[config.mk]
export PLATFORM = sky130hd
export DESIGN_NAME = fuzzy_fan_speed_controller
export DESIGN_NICKNAME = d
export VERILOG_FILES = /design/src/rtl/fsc_pkg.sv /design/src/rtl/fsc_grade.sv /design/src/rtl/fsc_rules.sv /design/src/rtl/fsc_div_step.sv /design/src/rtl/fuzzy_fan_speed_controller.sv
export SDC_FILE = /design/constraint.sdc
export NUM_CORES = 2
export LEC_CHECK = 0
export BUFFER_PORTS_ARGS = -buffer_cell sky130_fd_sc_hd__buf_2
export CAP_MARGIN = 40
export CORE_AREA = 2 2 246 345
export DETAILED_ROUTE_END_ITERATION = 16
export DIE_AREA = 0 0 248 347
export HOLD_SLACK_MARGIN = 0.06
export PLACE_DENSITY = 0.76
export SYNTH_ARGS = -nofsm -noshare
export SYNTH_HDL_FRONTEND = slang
export SYNTH_SLANG_ARGS = --single-unit
[constraint.sdc]
create_clock -name clock -period 6.9 [get_ports clock]
set_input_delay 0 -clock clock [delete_from_list [all_inputs] [get_ports clock]]
set_output_delay 0 -clock clock [all_outputs]
set_load 0.02 [all_outputs]
[src/rtl/fsc_pkg.sv]
`default_nettype none
// ----------------------------------------------------------------------------
// Fuzzy fan speed controller package
// Field widths, membership breakpoints, register indexes and reset speeds.
// ----------------------------------------------------------------------------
package fsc_pkg;

   localparam int TEMP_BITS  = 10;
   localparam int HUM_BITS   = 11;
   localparam int FAN_BITS   = 11;
   localparam int SPEED_BITS = 7;
   localparam int FAN_MAX    = 2047;

   localparam int CSR_INDEX_BITS = 4;

   localparam logic [CSR_INDEX_BITS-1:0] CSR_SPEED_COLD_DRY      = 4'd0;
   localparam logic [CSR_INDEX_BITS-1:0] CSR_SPEED_COLD_MODERATE = 4'd1;
   localparam logic [CSR_INDEX_BITS-1:0] CSR_SPEED_WARM_MODERATE = 4'd2;
   localparam logic [CSR_INDEX_BITS-1:0] CSR_SPEED_HOT_HUMID     = 4'd3;

   localparam logic [SPEED_BITS-1:0] RST_SPEED_COLD_DRY      = 7'd20;
   localparam logic [SPEED_BITS-1:0] RST_SPEED_COLD_MODERATE = 7'd40;
   localparam logic [SPEED_BITS-1:0] RST_SPEED_WARM_MODERATE = 7'd70;
   localparam logic [SPEED_BITS-1:0] RST_SPEED_HOT_HUMID     = 7'd100;

   // triangle breakpoints in whole degrees / percent
   localparam int TEMP_COLD_L = 18;
   localparam int TEMP_COLD_P = 22;
   localparam int TEMP_COLD_R = 24;
   localparam int TEMP_WARM_L = 22;
   localparam int TEMP_WARM_P = 24;
   localparam int TEMP_WARM_R = 28;
   localparam int TEMP_HOT_L  = 24;
   localparam int TEMP_HOT_P  = 28;
   localparam int TEMP_HOT_R  = 32;
   localparam int HUM_DRY_L   = 30;
   localparam int HUM_DRY_P   = 40;
   localparam int HUM_DRY_R   = 50;
   localparam int HUM_MOD_L   = 40;
   localparam int HUM_MOD_P   = 50;
   localparam int HUM_MOD_R   = 60;
   localparam int HUM_WET_L   = 50;
   localparam int HUM_WET_P   = 60;
   localparam int HUM_WET_R   = 70;

   typedef struct packed {
      logic [SPEED_BITS-1:0] cold_dry;
      logic [SPEED_BITS-1:0] cold_moderate;
      logic [SPEED_BITS-1:0] warm_moderate;
      logic [SPEED_BITS-1:0] hot_humid;
   } speeds_type;

endpackage
`default_nettype wire

[src/rtl/fsc_grade.sv]
`default_nettype none
// ----------------------------------------------------------------------------
// Triangular membership grading
// Three stages: side select, reciprocal multiply, remainder correction.
// ----------------------------------------------------------------------------
module fsc_grade #(
   parameter int XW          = 10,
   parameter int L           = 18,
   parameter int P           = 22,
   parameter int R           = 24,
   parameter int WEIGHT_BITS = 8,
   parameter int FRAC_BITS   = 4
) (
   input  wire logic                 clock,
   input  wire logic [2:0]           load,
   input  wire logic [XW-1:0]        x_in,
   output logic      [WEIGHT_BITS:0] weight
);

   localparam logic [31:0] L_S  = 32'(L) << FRAC_BITS;
   localparam logic [31:0] P_S  = 32'(P) << FRAC_BITS;
   localparam logic [31:0] R_S  = 32'(R) << FRAC_BITS;
   localparam int          DL   = (P - L) << FRAC_BITS;
   localparam int          DR   = (R - P) << FRAC_BITS;
   localparam int          DMAX = (DL > DR) ? DL : DR;
   localparam int          NW   = $clog2(DMAX + 1);
   localparam int          AW   = NW + WEIGHT_BITS;
   localparam int          WTW  = WEIGHT_BITS + 1;
   localparam logic [AW-1:0] M_L = AW'((64'd1 << AW) / DL);
   localparam logic [AW-1:0] M_R = AW'((64'd1 << AW) / DR);
   localparam logic [NW-1:0] D_L = NW'(DL);
   localparam logic [NW-1:0] D_R = NW'(DR);

   // stage 0
   logic [31:0]    x_ext;
   logic [31:0]    diff;
   logic           rise;
   logic           fall;
   logic [NW-1:0]  n_in;
   logic [NW-1:0]  n_ff;
   logic           right_in;
   logic           right0_ff;
   logic           hit_in;
   logic           hit0_ff;

   // stage 1
   logic [AW-1:0]   a_in;
   logic [AW-1:0]   a_ff;
   logic [AW-1:0]   m_sel;
   logic [2*AW-1:0] prod;
   logic [WTW-1:0]  qe_in;
   logic [WTW-1:0]  qe_ff;
   logic            right1_ff;
   logic            hit1_ff;

   // stage 2
   logic [NW-1:0]  d_sel;
   logic [AW:0]    back;
   logic [AW:0]    rem;
   logic [WTW-1:0] weight_in;
   logic [WTW-1:0] weight_ff;

   always_comb begin
      x_ext    = 32'(x_in);
      rise     = (x_ext > L_S) && (x_ext <= P_S);
      fall     = (x_ext > P_S) && (x_ext < R_S);
      diff     = rise ? (x_ext - L_S) : (R_S - x_ext);
      n_in     = diff[NW-1:0];
      right_in = !rise;
      hit_in   = rise || fall;
   end

   always_comb begin
      a_in  = AW'(n_ff) << WEIGHT_BITS;
      m_sel = right0_ff ? M_R : M_L;
      prod  = (2*AW)'(a_in) * (2*AW)'(m_sel);
      // estimate is exact or one short
      qe_in = prod[AW +: WTW];
   end

   always_comb begin
      d_sel = right1_ff ? D_R : D_L;
      back  = (AW+1)'(qe_ff) * (AW+1)'(d_sel);
      rem   = (AW+1)'(a_ff) - back;
      if (!hit1_ff) begin
         weight_in = '0;
      end else if (rem >= (AW+1)'(d_sel)) begin
         weight_in = qe_ff + WTW'(1);
      end else begin
         weight_in = qe_ff;
      end
   end

   always_ff @(posedge clock) begin
      if (load[0]) begin
         n_ff      <= n_in;
         right0_ff <= right_in;
         hit0_ff   <= hit_in;
      end
      if (load[1]) begin
         a_ff      <= a_in;
         qe_ff     <= qe_in;
         right1_ff <= right0_ff;
         hit1_ff   <= hit0_ff;
      end
      if (load[2]) begin
         weight_ff <= weight_in;
      end
   end

   assign weight = weight_ff;

endmodule
`default_nettype wire

[src/rtl/fsc_rules.sv]
`default_nettype none
// ----------------------------------------------------------------------------
// Rule evaluation
// Rule strengths by minimum, weighted speeds and total weight over three stages.
// ----------------------------------------------------------------------------
module fsc_rules #(
   parameter int WEIGHT_BITS = 8,
   parameter int FRAC_BITS   = 4
) (
   input  wire logic                           clock,
   input  wire logic [2:0]                     load,
   input  wire logic [WEIGHT_BITS:0]           w_cold,
   input  wire logic [WEIGHT_BITS:0]           w_warm,
   input  wire logic [WEIGHT_BITS:0]           w_hot,
   input  wire logic [WEIGHT_BITS:0]           w_dry,
   input  wire logic [WEIGHT_BITS:0]           w_mod,
   input  wire logic [WEIGHT_BITS:0]           w_wet,
   input  wire fsc_pkg::speeds_type            speeds,
   output logic [WEIGHT_BITS+9+FRAC_BITS:0]    dividend,
   output logic [WEIGHT_BITS+2:0]              total
);

   localparam int WTW  = WEIGHT_BITS + 1;
   localparam int TOTW = WEIGHT_BITS + 3;
   localparam int PW   = WTW + fsc_pkg::SPEED_BITS;
   localparam int NUMW = TOTW + fsc_pkg::SPEED_BITS;
   localparam int DVW  = NUMW + FRAC_BITS;

   logic [WTW-1:0]                  rule_in [4];
   logic [WTW-1:0]                  rule_ff [4];
   logic [fsc_pkg::SPEED_BITS-1:0]  spd     [4];
   logic [PW-1:0]                   prod_in [4];
   logic [PW-1:0]                   prod_ff [4];
   logic [TOTW-1:0]                 total_in;
   logic [TOTW-1:0]                 total4_ff;
   logic [TOTW-1:0]                 total5_ff;
   logic [NUMW-1:0]                 num;
   logic [DVW-1:0]                  dividend_in;
   logic [DVW-1:0]                  dividend_ff;

   always_comb begin
      rule_in[0] = (w_cold < w_dry) ? w_cold : w_dry;
      rule_in[1] = (w_cold < w_mod) ? w_cold : w_mod;
      rule_in[2] = (w_warm < w_mod) ? w_warm : w_mod;
      rule_in[3] = (w_hot  < w_wet) ? w_hot  : w_wet;
   end

   assign spd[0] = speeds.cold_dry;
   assign spd[1] = speeds.cold_moderate;
   assign spd[2] = speeds.warm_moderate;
   assign spd[3] = speeds.hot_humid;

   always_comb begin
      for (int i = 0; i < 4; i++) begin
         prod_in[i] = PW'(rule_ff[i]) * PW'(spd[i]);
      end
      total_in = TOTW'(rule_ff[0]) + TOTW'(rule_ff[1])
               + TOTW'(rule_ff[2]) + TOTW'(rule_ff[3]);
   end

   always_comb begin
      num = NUMW'(prod_ff[0]) + NUMW'(prod_ff[1])
          + NUMW'(prod_ff[2]) + NUMW'(prod_ff[3]);
      dividend_in = DVW'(num) << FRAC_BITS;
   end

   always_ff @(posedge clock) begin
      if (load[0]) begin
         rule_ff <= rule_in;
      end
      if (load[1]) begin
         prod_ff   <= prod_in;
         total4_ff <= total_in;
      end
      if (load[2]) begin
         dividend_ff <= dividend_in;
         total5_ff   <= total4_ff;
      end
   end

   assign dividend = dividend_ff;
   assign total    = total5_ff;

endmodule
`default_nettype wire

[src/rtl/fsc_div_step.sv]
`default_nettype none
// ----------------------------------------------------------------------------
// Divider step
// One restoring division step: one quotient bit per register stage.
// ----------------------------------------------------------------------------
module fsc_div_step #(
   parameter int DW = 11,
   parameter int QW = 11
) (
   input  wire logic             clock,
   input  wire logic             load,
   input  wire logic [DW+QW-1:0] acc_in,
   input  wire logic [DW-1:0]    div_in,
   output logic      [DW+QW-1:0] acc_out,
   output logic      [DW-1:0]    div_out
);

   logic [DW:0]       top;
   logic [DW:0]       trial;
   logic [DW+QW-1:0]  acc_in_next;
   logic [DW+QW-1:0]  acc_ff;
   logic [DW-1:0]     div_ff;

   // upper bits hold the partial remainder, lower bits collect quotient bits
   always_comb begin
      top   = acc_in[DW+QW-1:QW-1];
      trial = top - (DW+1)'(div_in);
      if (top >= (DW+1)'(div_in)) begin
         acc_in_next = {trial[DW-1:0], acc_in[QW-2:0], 1'b1};
      end else begin
         acc_in_next = {acc_in[DW+QW-2:0], 1'b0};
      end
   end

   always_ff @(posedge clock) begin
      if (load) begin
         acc_ff <= acc_in_next;
         div_ff <= div_in;
      end
   end

   assign acc_out = acc_ff;
   assign div_out = div_ff;

endmodule
`default_nettype wire

[src/rtl/fuzzy_fan_speed_controller.sv]
`default_nettype none
// ----------------------------------------------------------------------------
// Fuzzy fan speed controller
// Sugeno inference over temperature and humidity, fixed point, fully pipelined.
// ----------------------------------------------------------------------------
//  channel   direction  handshake              payload
//  req_      in         req_valid / req_stall  temperature, humidity
//  rsp_      out        rsp_valid / rsp_stall  duty, recommended
//  csr_      in         csr_valid / csr_ready  index, data (rule speed)
//
//  One transaction per cycle unless the pipeline is full and the output stalled.
//  The pipeline holds three grading stages, three rule stages, one divider stage
//  per quotient bit and the output register.
//  Reset clears every stage valid and loads the rule speeds 20, 40, 70, 100.
//  A stalled result holds; empty stages behind it keep filling.
// ----------------------------------------------------------------------------
module fuzzy_fan_speed_controller #(
   parameter int WEIGHT_BITS     = 8,
   parameter int INPUT_FRAC_BITS = 4
) (
   input  wire logic                                clock,
   input  wire logic                                reset,
   input  wire logic                                req_valid,
   output logic                                     req_stall,
   input  wire logic [fsc_pkg::TEMP_BITS-1:0]       req_temperature,
   input  wire logic [fsc_pkg::HUM_BITS-1:0]        req_humidity,
   output logic                                     rsp_valid,
   input  wire logic                                rsp_stall,
   output logic      [fsc_pkg::FAN_BITS-1:0]        rsp_duty,
   output logic                                     rsp_recommended,
   input  wire logic                                csr_valid,
   output logic                                     csr_ready,
   input  wire logic [fsc_pkg::CSR_INDEX_BITS-1:0]  csr_index,
   input  wire logic [fsc_pkg::SPEED_BITS-1:0]      csr_data
);

   localparam int WTW    = WEIGHT_BITS + 1;
   localparam int TOTW   = WEIGHT_BITS + 3;
   localparam int QW     = fsc_pkg::SPEED_BITS + INPUT_FRAC_BITS;
   localparam int DVW    = TOTW + QW;
   localparam int NSTAGE = 7 + QW;
   localparam int OXW    = (QW > fsc_pkg::FAN_BITS) ? QW : fsc_pkg::FAN_BITS;

   fsc_pkg::speeds_type speeds_ff;

   logic [NSTAGE-1:0] valid_ff;
   logic [NSTAGE-1:0] load;

   logic [WTW-1:0] w_cold;
   logic [WTW-1:0] w_warm;
   logic [WTW-1:0] w_hot;
   logic [WTW-1:0] w_dry;
   logic [WTW-1:0] w_mod;
   logic [WTW-1:0] w_wet;

   logic [DVW-1:0]  acc [0:QW];
   logic [TOTW-1:0] dv  [0:QW];

   logic [OXW-1:0]                 q_wide;
   logic [fsc_pkg::FAN_BITS-1:0]   fan_in;
   logic                           rec_in;
   logic [fsc_pkg::FAN_BITS-1:0]   rsp_duty_ff;
   logic                           rsp_recommended_ff;

   // configuration
   assign csr_ready = 1'b1;

   always_ff @(posedge clock) begin
      if (reset) begin
         speeds_ff.cold_dry      <= fsc_pkg::RST_SPEED_COLD_DRY;
         speeds_ff.cold_moderate <= fsc_pkg::RST_SPEED_COLD_MODERATE;
         speeds_ff.warm_moderate <= fsc_pkg::RST_SPEED_WARM_MODERATE;
         speeds_ff.hot_humid     <= fsc_pkg::RST_SPEED_HOT_HUMID;
      end else if (csr_valid && csr_ready) begin
         unique case (csr_index)
            fsc_pkg::CSR_SPEED_COLD_DRY:      speeds_ff.cold_dry      <= csr_data;
            fsc_pkg::CSR_SPEED_COLD_MODERATE: speeds_ff.cold_moderate <= csr_data;
            fsc_pkg::CSR_SPEED_WARM_MODERATE: speeds_ff.warm_moderate <= csr_data;
            fsc_pkg::CSR_SPEED_HOT_HUMID:     speeds_ff.hot_humid     <= csr_data;
            default: begin
            end
         endcase
      end
   end

   // a stage may load unless it and every stage after it are full and the output is stalled
   for (genvar k = 0; k < NSTAGE; k++) begin : g_load
      assign load[k] = ~((&valid_ff[NSTAGE-1:k]) & rsp_stall);
   end

   always_ff @(posedge clock) begin
      if (reset) begin
         valid_ff <= '0;
      end else begin
         if (load[0]) begin
            valid_ff[0] <= req_valid;
         end
         for (int k = 1; k < NSTAGE; k++) begin
            if (load[k]) begin
               valid_ff[k] <= valid_ff[k-1];
            end
         end
      end
   end

   assign req_stall = !load[0];
   assign rsp_valid = valid_ff[NSTAGE-1];

   // membership grading, stages 0 to 2
   fsc_grade #(
      .XW(fsc_pkg::TEMP_BITS), .L(fsc_pkg::TEMP_COLD_L), .P(fsc_pkg::TEMP_COLD_P),
      .R(fsc_pkg::TEMP_COLD_R), .WEIGHT_BITS(WEIGHT_BITS), .FRAC_BITS(INPUT_FRAC_BITS)
   ) u_cold (.clock(clock), .load(load[2:0]), .x_in(req_temperature), .weight(w_cold));

   fsc_grade #(
      .XW(fsc_pkg::TEMP_BITS), .L(fsc_pkg::TEMP_WARM_L), .P(fsc_pkg::TEMP_WARM_P),
      .R(fsc_pkg::TEMP_WARM_R), .WEIGHT_BITS(WEIGHT_BITS), .FRAC_BITS(INPUT_FRAC_BITS)
   ) u_warm (.clock(clock), .load(load[2:0]), .x_in(req_temperature), .weight(w_warm));

   fsc_grade #(
      .XW(fsc_pkg::TEMP_BITS), .L(fsc_pkg::TEMP_HOT_L), .P(fsc_pkg::TEMP_HOT_P),
      .R(fsc_pkg::TEMP_HOT_R), .WEIGHT_BITS(WEIGHT_BITS), .FRAC_BITS(INPUT_FRAC_BITS)
   ) u_hot (.clock(clock), .load(load[2:0]), .x_in(req_temperature), .weight(w_hot));

   fsc_grade #(
      .XW(fsc_pkg::HUM_BITS), .L(fsc_pkg::HUM_DRY_L), .P(fsc_pkg::HUM_DRY_P),
      .R(fsc_pkg::HUM_DRY_R), .WEIGHT_BITS(WEIGHT_BITS), .FRAC_BITS(INPUT_FRAC_BITS)
   ) u_dry (.clock(clock), .load(load[2:0]), .x_in(req_humidity), .weight(w_dry));

   fsc_grade #(
      .XW(fsc_pkg::HUM_BITS), .L(fsc_pkg::HUM_MOD_L), .P(fsc_pkg::HUM_MOD_P),
      .R(fsc_pkg::HUM_MOD_R), .WEIGHT_BITS(WEIGHT_BITS), .FRAC_BITS(INPUT_FRAC_BITS)
   ) u_mod (.clock(clock), .load(load[2:0]), .x_in(req_humidity), .weight(w_mod));

   fsc_grade #(
      .XW(fsc_pkg::HUM_BITS), .L(fsc_pkg::HUM_WET_L), .P(fsc_pkg::HUM_WET_P),
      .R(fsc_pkg::HUM_WET_R), .WEIGHT_BITS(WEIGHT_BITS), .FRAC_BITS(INPUT_FRAC_BITS)
   ) u_wet (.clock(clock), .load(load[2:0]), .x_in(req_humidity), .weight(w_wet));

   // rules, stages 3 to 5
   fsc_rules #(
      .WEIGHT_BITS(WEIGHT_BITS), .FRAC_BITS(INPUT_FRAC_BITS)
   ) u_rules (
      .clock    (clock),
      .load     (load[5:3]),
      .w_cold   (w_cold),
      .w_warm   (w_warm),
      .w_hot    (w_hot),
      .w_dry    (w_dry),
      .w_mod    (w_mod),
      .w_wet    (w_wet),
      .speeds   (speeds_ff),
      .dividend (acc[0]),
      .total    (dv[0])
   );

   // divider, one quotient bit per stage
   for (genvar i = 0; i < QW; i++) begin : g_div
      fsc_div_step #(.DW(TOTW), .QW(QW)) u_step (
         .clock   (clock),
         .load    (load[6+i]),
         .acc_in  (acc[i]),
         .div_in  (dv[i]),
         .acc_out (acc[i+1]),
         .div_out (dv[i+1])
      );
   end

   // output stage: zero weight gives no recommendation, else saturate
   always_comb begin
      q_wide = OXW'(acc[QW][QW-1:0]);
      rec_in = (dv[QW] != '0);
      if (!rec_in) begin
         fan_in = '0;
      end else if (q_wide > OXW'(fsc_pkg::FAN_MAX)) begin
         fan_in = fsc_pkg::FAN_BITS'(fsc_pkg::FAN_MAX);
      end else begin
         fan_in = q_wide[fsc_pkg::FAN_BITS-1:0];
      end
   end

   always_ff @(posedge clock) begin
      if (load[NSTAGE-1]) begin
         rsp_duty_ff        <= fan_in;
         rsp_recommended_ff <= rec_in;
      end
   end

   assign rsp_duty        = rsp_duty_ff;
   assign rsp_recommended = rsp_recommended_ff;

endmodule
`default_nettype wire

# --- Yosys cells after proc, flatten, opt, wreduce, memory -nomap -nowiden ---
# Cells that the tools add are included.
# W data, S select, Z words.
word_totals:
  ff_bits: 755
  inputBits: 37
  out_inout_bits: 15
  wordCells: 290
classes:
  addsub: 40
  mul: 14
  magnitude_cmp: 42
  n_eq_ne: 3
  muxes: 32
  bitwise: 18
  n_reduce_logical: 44
ops:
  columns: ["cell", "n"]
  rows:
  - ["$mux W22", 10]
  - ["$ge A12 B11 Y1", 11]
  - ["$sub A11 B11 Y11", 10]
  - ["$mul A9 B7 Y16", 6]
  - ["$mux W9", 10]
  - ["$add A9 B1 Y9 const B", 6]
  - ["$ge A17 B8 Y1 const B", 3]
  - ["$mul A8 B9 Y17 const B", 3]
  - ["$sub A16 B17 Y17", 3]
  - ["$gt A10 B9 Y1 const B", 4]
  - ["$add A18 B16 Y18", 2]
  - ["$lt A9 B9 Y1", 4]
  - ["$mul A9 B3 Y12 const B", 3]
  - ["$mux W7", 5]
  - ["$gt A11 B10 Y1 const B", 3]
  - ["$le A11 B10 Y1 const B", 3]
  - ["$mux W11", 3]
  - ["$ge A16 B7 Y1", 2]
  - ["$mul A7 B15 Y16", 2]
  - ["$sub A15 B16 Y16", 2]
  - ["$le A10 B9 Y1 const B", 3]
  - ["$mux W8", 3]
  - ["$add A11 B9 Y11", 2]
  - ["$lt A11 B10 Y1 const B", 2]
  - ["other kinds (45)", 88]

# --- Logic depth before layout (Yosys ltp) ---
depth:
  word_depth: 5
  mapped_depth: 20
  depth_no_buf: 19

# --- By module ---
# From an unflattened synthesis, not the netlist that was laid out.
unflattened:
  cells_unflattened: 4506
  hier_area_um2: 52095.0
by_module_without_submodules:
  columns: ["module", "n_inst", "cells_per_inst", "area_each_um2", "seq_area_each_um2"]
  rows:
  - ["fsc_div_step", 11, 143, 1745.4, 991.0]
  - ["fsc_rules", 1, 1324, 15098.2, 4204.0]
  - ["fsc_grade at u_dry", 1, 326, 3470.8, 1081.0]
  - ["fsc_grade at u_wet", 1, 317, 3425.8, 1081.0]
  - ["fsc_grade at u_mod", 1, 317, 3343.2, 1081.0]
  - ["fuzzy_fan_speed_controller", 1, 242, 2471.1, 1281.2]
  - ["fsc_grade at u_warm", 1, 179, 2109.5, 991.0]
  - ["fsc_grade at u_cold", 1, 169, 2047.0, 991.0]
  - ["fsc_grade at u_hot", 1, 59, 929.6, 690.7]

# --- Worst setup path before layout ---
# No wires, ideal clock.
synth_path:
  kind: "register to register"
  start: "register valid_ff[17]"
  end: "register u_cold.a_ff[10], enable pin"
  setup_ps: 867
  arrival_time_ps: 4474
  required_ps: 6033
  slack_ps: 1559
  path_stages_with_launch: 8
  n_path_buf: 0
  synth_period_minus_slack_ps: 5341
  cell_sequence: "dfxtp_1 -> nand3_1 -> nor2_1 -> and3_1 -> nand2_1 -> nor3_1 -> and2_1 -> nand2_1"
synth_via:
  elab_chain_cells: 2
synth_lines:
  columns: ["item", "line_no", "rtl"]
  rows:
  - ["from (decl)", "fuzzy_fan_speed_controller.sv:46", "logic [NSTAGE-1:0] valid_ff;"]
  - ["from (signal, indexed assignment)", "fuzzy_fan_speed_controller.sv:100", "valid_ff[k] <= valid_ff[k-1];"]
  - ["$reduce_and A17 Y1", "fuzzy_fan_speed_controller.sv:88", "assign load[k] = ~((&valid_ff[NSTAGE-1:k]) & rsp_stall);"]
  - ["$and A1 B1 Y1", "fuzzy_fan_speed_controller.sv:88", null]
  - ["to (signal assigned)", "fsc_grade.sv:101", "a_ff <= a_in;"]
  - ["to (decl)", "fsc_grade.sv:48", "logic [AW-1:0] a_ff;"]
# Every way passes these cells.
# A chain may end at the register's enable or synchronous reset.

# --- Worst setup path after layout ---
layout_path:
  start: "register u_dry.qe_ff[1]"
  end: "register u_dry.weight_ff[1], in the netlist u_dry.weight[1], data pin"
layout_via:
  elab_chain_cells: 4
  word_cells_on_any_way: 5
  cone_classes: "2 x add/sub; 1 x mul; 1 x order compare; 1 x mux"
layout_lines:
  columns: ["item", "line_no", "rtl"]
  rows:
  - ["from (decl)", "fsc_grade.sv:52", "logic [WTW-1:0] qe_ff;"]
  - ["from (signal assigned)", "fsc_grade.sv:102", "qe_ff <= qe_in;"]
  - ["$mul A9 B3 Y12", "fsc_grade.sv:83", "back = (AW+1)'(qe_ff) * (AW+1)'(d_sel);"]
  - ["$sub A16 B17 Y17", "fsc_grade.sv:84", "rem = (AW+1)'(a_ff) - back;"]
  - ["$ge A17 B8 Y1", "fsc_grade.sv:87", "end else if (rem >= (AW+1)'(d_sel)) begin"]
  - ["$mux W9 (*)", "fsc_grade.sv:87", null]
  - ["to (signal assigned)", "fsc_grade.sv:107", "weight_ff <= weight_in;"]
  - ["to (decl)", "fsc_grade.sv:61", "logic [WTW-1:0] weight_ff;"]
# Mark *: on every way between the ends. The rest lies on a longest branch, timed or not.

==> run_results.csv <==
group,metric,value,unit
sta,min_period,4840,ps
worst_setup_path,cpMaxStageDelayCell,"nor4b_4",
power,power_switching,0.0102,W
run,cap_violations,0,
yosys,synth_async_sr_flop_share,0,%
yosys,syn-instance-count,4505,
sta,max_slew_margin,46.3,%
cts,cts_tree,"done",
power,p_leak,24.5,nW
worst_setup_path,worst_ep_arrival_time,5210,ps
sta,fmax,207,MHz
worst_setup_path,path_class,"flip-flop to flip-flop",
sta,final-hold-violation-count,0,
min_path,hold_class,"input pin to flip-flop",
finish,nFillCells,6213,
worst_setup_path,critPathCapture,"u_dry.weight[1]$_SDFFCE_PN0N_",
routing,wire_per_inst,17.8,um
finish,multi_input_area,25800,um^2
worst_setup_path,critPathMostFrequentCell,"ha_1",
power,p_int,0.0149,W
yosys,synth-seq-area-share,42.0,%
cts,root_buffer,"clkbuf_16",
sta,rsz0062_at_grt,"no",
place,gp_congestion,0.910,
global_route,grt_overflow,0,
cts,cts_made_buffers,70,
worst_setup_path,critical_path.startpoint,"u_dry.qe_ff[1]$_DFFE_PN_",
global_route,grt_max_degree,52,
sta,finClkSkew,28.7,ps
sta,slew_violations,0,
finish,syn_to_final_growth,9.02,%
die,fp.dieW,248,um
yosys,ys_ff_latch,705,
run_status,status,"completed",
cts,clk_path_buf_depth,3,
sta,fin_crit_sh,70.1,%
worst_setup_path,reg2reg_depth,16,
yosys,synth.distinct_cells,84,
die,rows,125,
yosys,synth_edf_count,659,
worst_setup_path,endpoint_kind,"flip-flop",
routing,vias_per_cell,5.68,
finish,regArea,20700,um^2
finish,drive_above_1_share,6.67,%
routing,vias,32700,
global_route,grt_use_total,24.4,%
power,combPwrFrac,53.8,%
worst_setup_path,crit_path_start_kind,"flip-flop",
power,p_clk_share,15.2,%
die,design.portCount,52,
cts,clk_pin_slew,60,ps
worst_setup_path,cp_cell_sequence,"ha_1 -> ha_1 -> fa_1 -> a21o_1 -> a21oi_1 -> o21bai_1 -> a21oi_1 -> xor2_1 -> ha_1 -> nand2_1 -> a211oi_1 -> or4_1 -> and4_1 -> nor4b_4 -> mux2i_1 -> nor2b_1",
cts,cts.repair.resized,0,
power,seqPwrFrac,30.9,%
worst_setup_path,cpPeakStageDelay,740,ps
routing,wirelength,103000,um
finish,final_common_cell,"edfxtp_1",
sta,fin_tns_setup,0,ps
worst_setup_path,cp_max_fo,16,
power,sw_frac_of_total,40.7,%
finish,mostFrequentLayoutCells,"edfxtp_1 (659), inv_1 (658), ha_1 (590)",
yosys,mappedNetlistArea,49300,um^2
yosys,synth_ff_type,"edfxtp_1",
global_route,grt_pass1_wl,166000,um
die,die-area,86100,um^2
worst_setup_path,r2r_end,"u_dry.weight[1]$_SDFFCE_PN0N_",
sta,setup_viol,0,
place,dpl.hpwl,80900,um
die,core-area,82700,um^2
cts,htreeDepth,3,
routing,antenna_left,0,
place,placement.io_buffers,50,
yosys,yosysWarnings,0,
power,p_per_area,466,nW/um^2
global_route,antenna_found_initial,0,
routing,drtPass1Iterations,6,
cts,clkSinkCount,705,
sta,tightest_slew,802,ps
die,initial_core_util,59.6,%
worst_setup_path,r2r_setup_slack,2060,ps
die,fp.dieH,347,um
finish,antenna_cells,0,
finish,nets,5453,
global_route,grt_pass1_vias,33500,
cts,clock_latency,630,ps
yosys,synth_area_per_cell,11.0,um^2
power,ir_drop,0.312,mV
worst_setup_path,reg2reg_from,"u_dry.qe_ff[1]$_DFFE_PN_",
worst_setup_path,critical_path_required,7270,ps
routing,drt_iter0_markers,1477,
routing,drcViolationCount,0,
finish,postLayoutCoreUtil,65.0,%
[worst max-delay path, delay by kind of cell (launching register included)]
| kind | cells | cell delay, ps |
|---|---|---|
| compound gates | 5 | 740 |
| mux | 1 | 260 |
| flops | 1 | 490 |
| fa+ha+maj | 4 | 1300 |
| xor+xnor | 1 | 170 |
| simple gates | 5 | 1640 |
[routing by layer]
layer  vias up  wire length, um  track usage [%]
met4         0             7100             15.1
met3       297             3250             2.84
met5         -                0                0
li1      16000                -                -
met2       714            56500             47.1
met1     15700            35600             24.3
[power by group through the flow]
stage	sequential (W)	clock, W	combinational, W
floorplan	0.00730	0	0.0106
global placement	0.00780	0	0.0129
detailed placement	0.00785	0	0.0133
CTS	0.00777	0.00391	0.0135
global route	0.00790	0.00405	0.0152
finish	0.00776	0.00382	0.0135
[kinds of logic (layout without fill, tap and decap cells)]
group,after synthesis,in the layout,share of synthesized area (%)
adders and majority gates,798,798,23.4
AOI/OAI and AO/OA,670,670,9.15
buffers and inverters,747,914,5.71
and+or+nand+nor,1194,1194,12.2
other,2,5,0.0152
DFF,705,705,42.0
xor gates and xnor gates,236,236,4.19
muxes,153,153,3.35
[cells in the mapped netlist (all sizes together), types with 73 or more instances]
| library cell | instances | area (um^2) |
|---|---|---|
| and2 | 184 | 1150 |
| nand2 | 357 | 1340 |
| mux2 | 97 | 1090 |
| xnor2 | 160 | 1400 |
| fa | 208 | 4160 |
| ha | 590 | 7380 |
| inv | 661 | 2480 |
| edfxtp | 659 | 19800 |
| a21oi | 187 | 936 |
| clkbuf | 73 | 274 |
| nor2 | 198 | 743 |
| nor3 | 78 | 390 |
| nand3 | 73 | 365 |
| o21ai | 112 | 561 |
| xor2 | 76 | 666 |
[state kept, by name, indices dropped and copies added, names as in the netlist, 18 cells and up]
signal,count
g_div.u_step.acc_out,197
g_div.u_step.div_out,121
speeds_ff,28
u_rules.dividend,18
u_rules.prod_ff,64
u_rules.rule_ff,36
valid_ff,18
[worst min path at each step]
stage	start	end	slack [ps]	depth (start not counted)
floorplan	req_temperature[0]	u_cold.n_ff[0]$_DFFE_PN_	100	0
global placement	req_humidity[0]	u_dry.n_ff[0]$_DFFE_PN_	200	1
detailed placement	req_humidity[0]	u_dry.n_ff[0]$_DFFE_PN_	210	1
CTS	req_temperature[0]	u_cold.n_ff[0]$_DFFE_PN_	80	2
global route	req_temperature[0]	u_cold.n_ff[0]$_DFFE_PN_	110	2
finish	req_temperature[0]	u_cold.n_ff[0]$_DFFE_PN_	110	2
[per-stage QoR]
step                      cells  hold slack [ps]  setup WS [ps]  power [W]  area (um^2)
final                      5754              110           2060     0.0251        53800
after global routing       5754              113           1720     0.0271        53800
after CTS                  5753             83.3           2100     0.0252        53800
after detailed placement   5573              213           2090     0.0211        51000
after global placement     5559              201           2130     0.0207        50700
after floorplan            4508             98.9           1560     0.0179        49300
[repair_timing]
action,4_1_cts,5_1_grt
hold buffers,51,0
hold endpoints to repair,108,0
setup buffers,0,0
[final cells by class]
| class | count | share of cell area (%) |
|---|---|---|
| clock buffer | 91 | 3.68 |
| timing repair buffer | 124 | 2.02 |
| multi-input combinational | 3056 | 48.1 |
| sequential | 705 | 38.5 |
| clock inverter | 38 | 0.623 |
| inverter | 661 | 4.61 |
| tap | 1079 | 2.51 |
No activity file was read; power rests on OpenSTA's default activity.
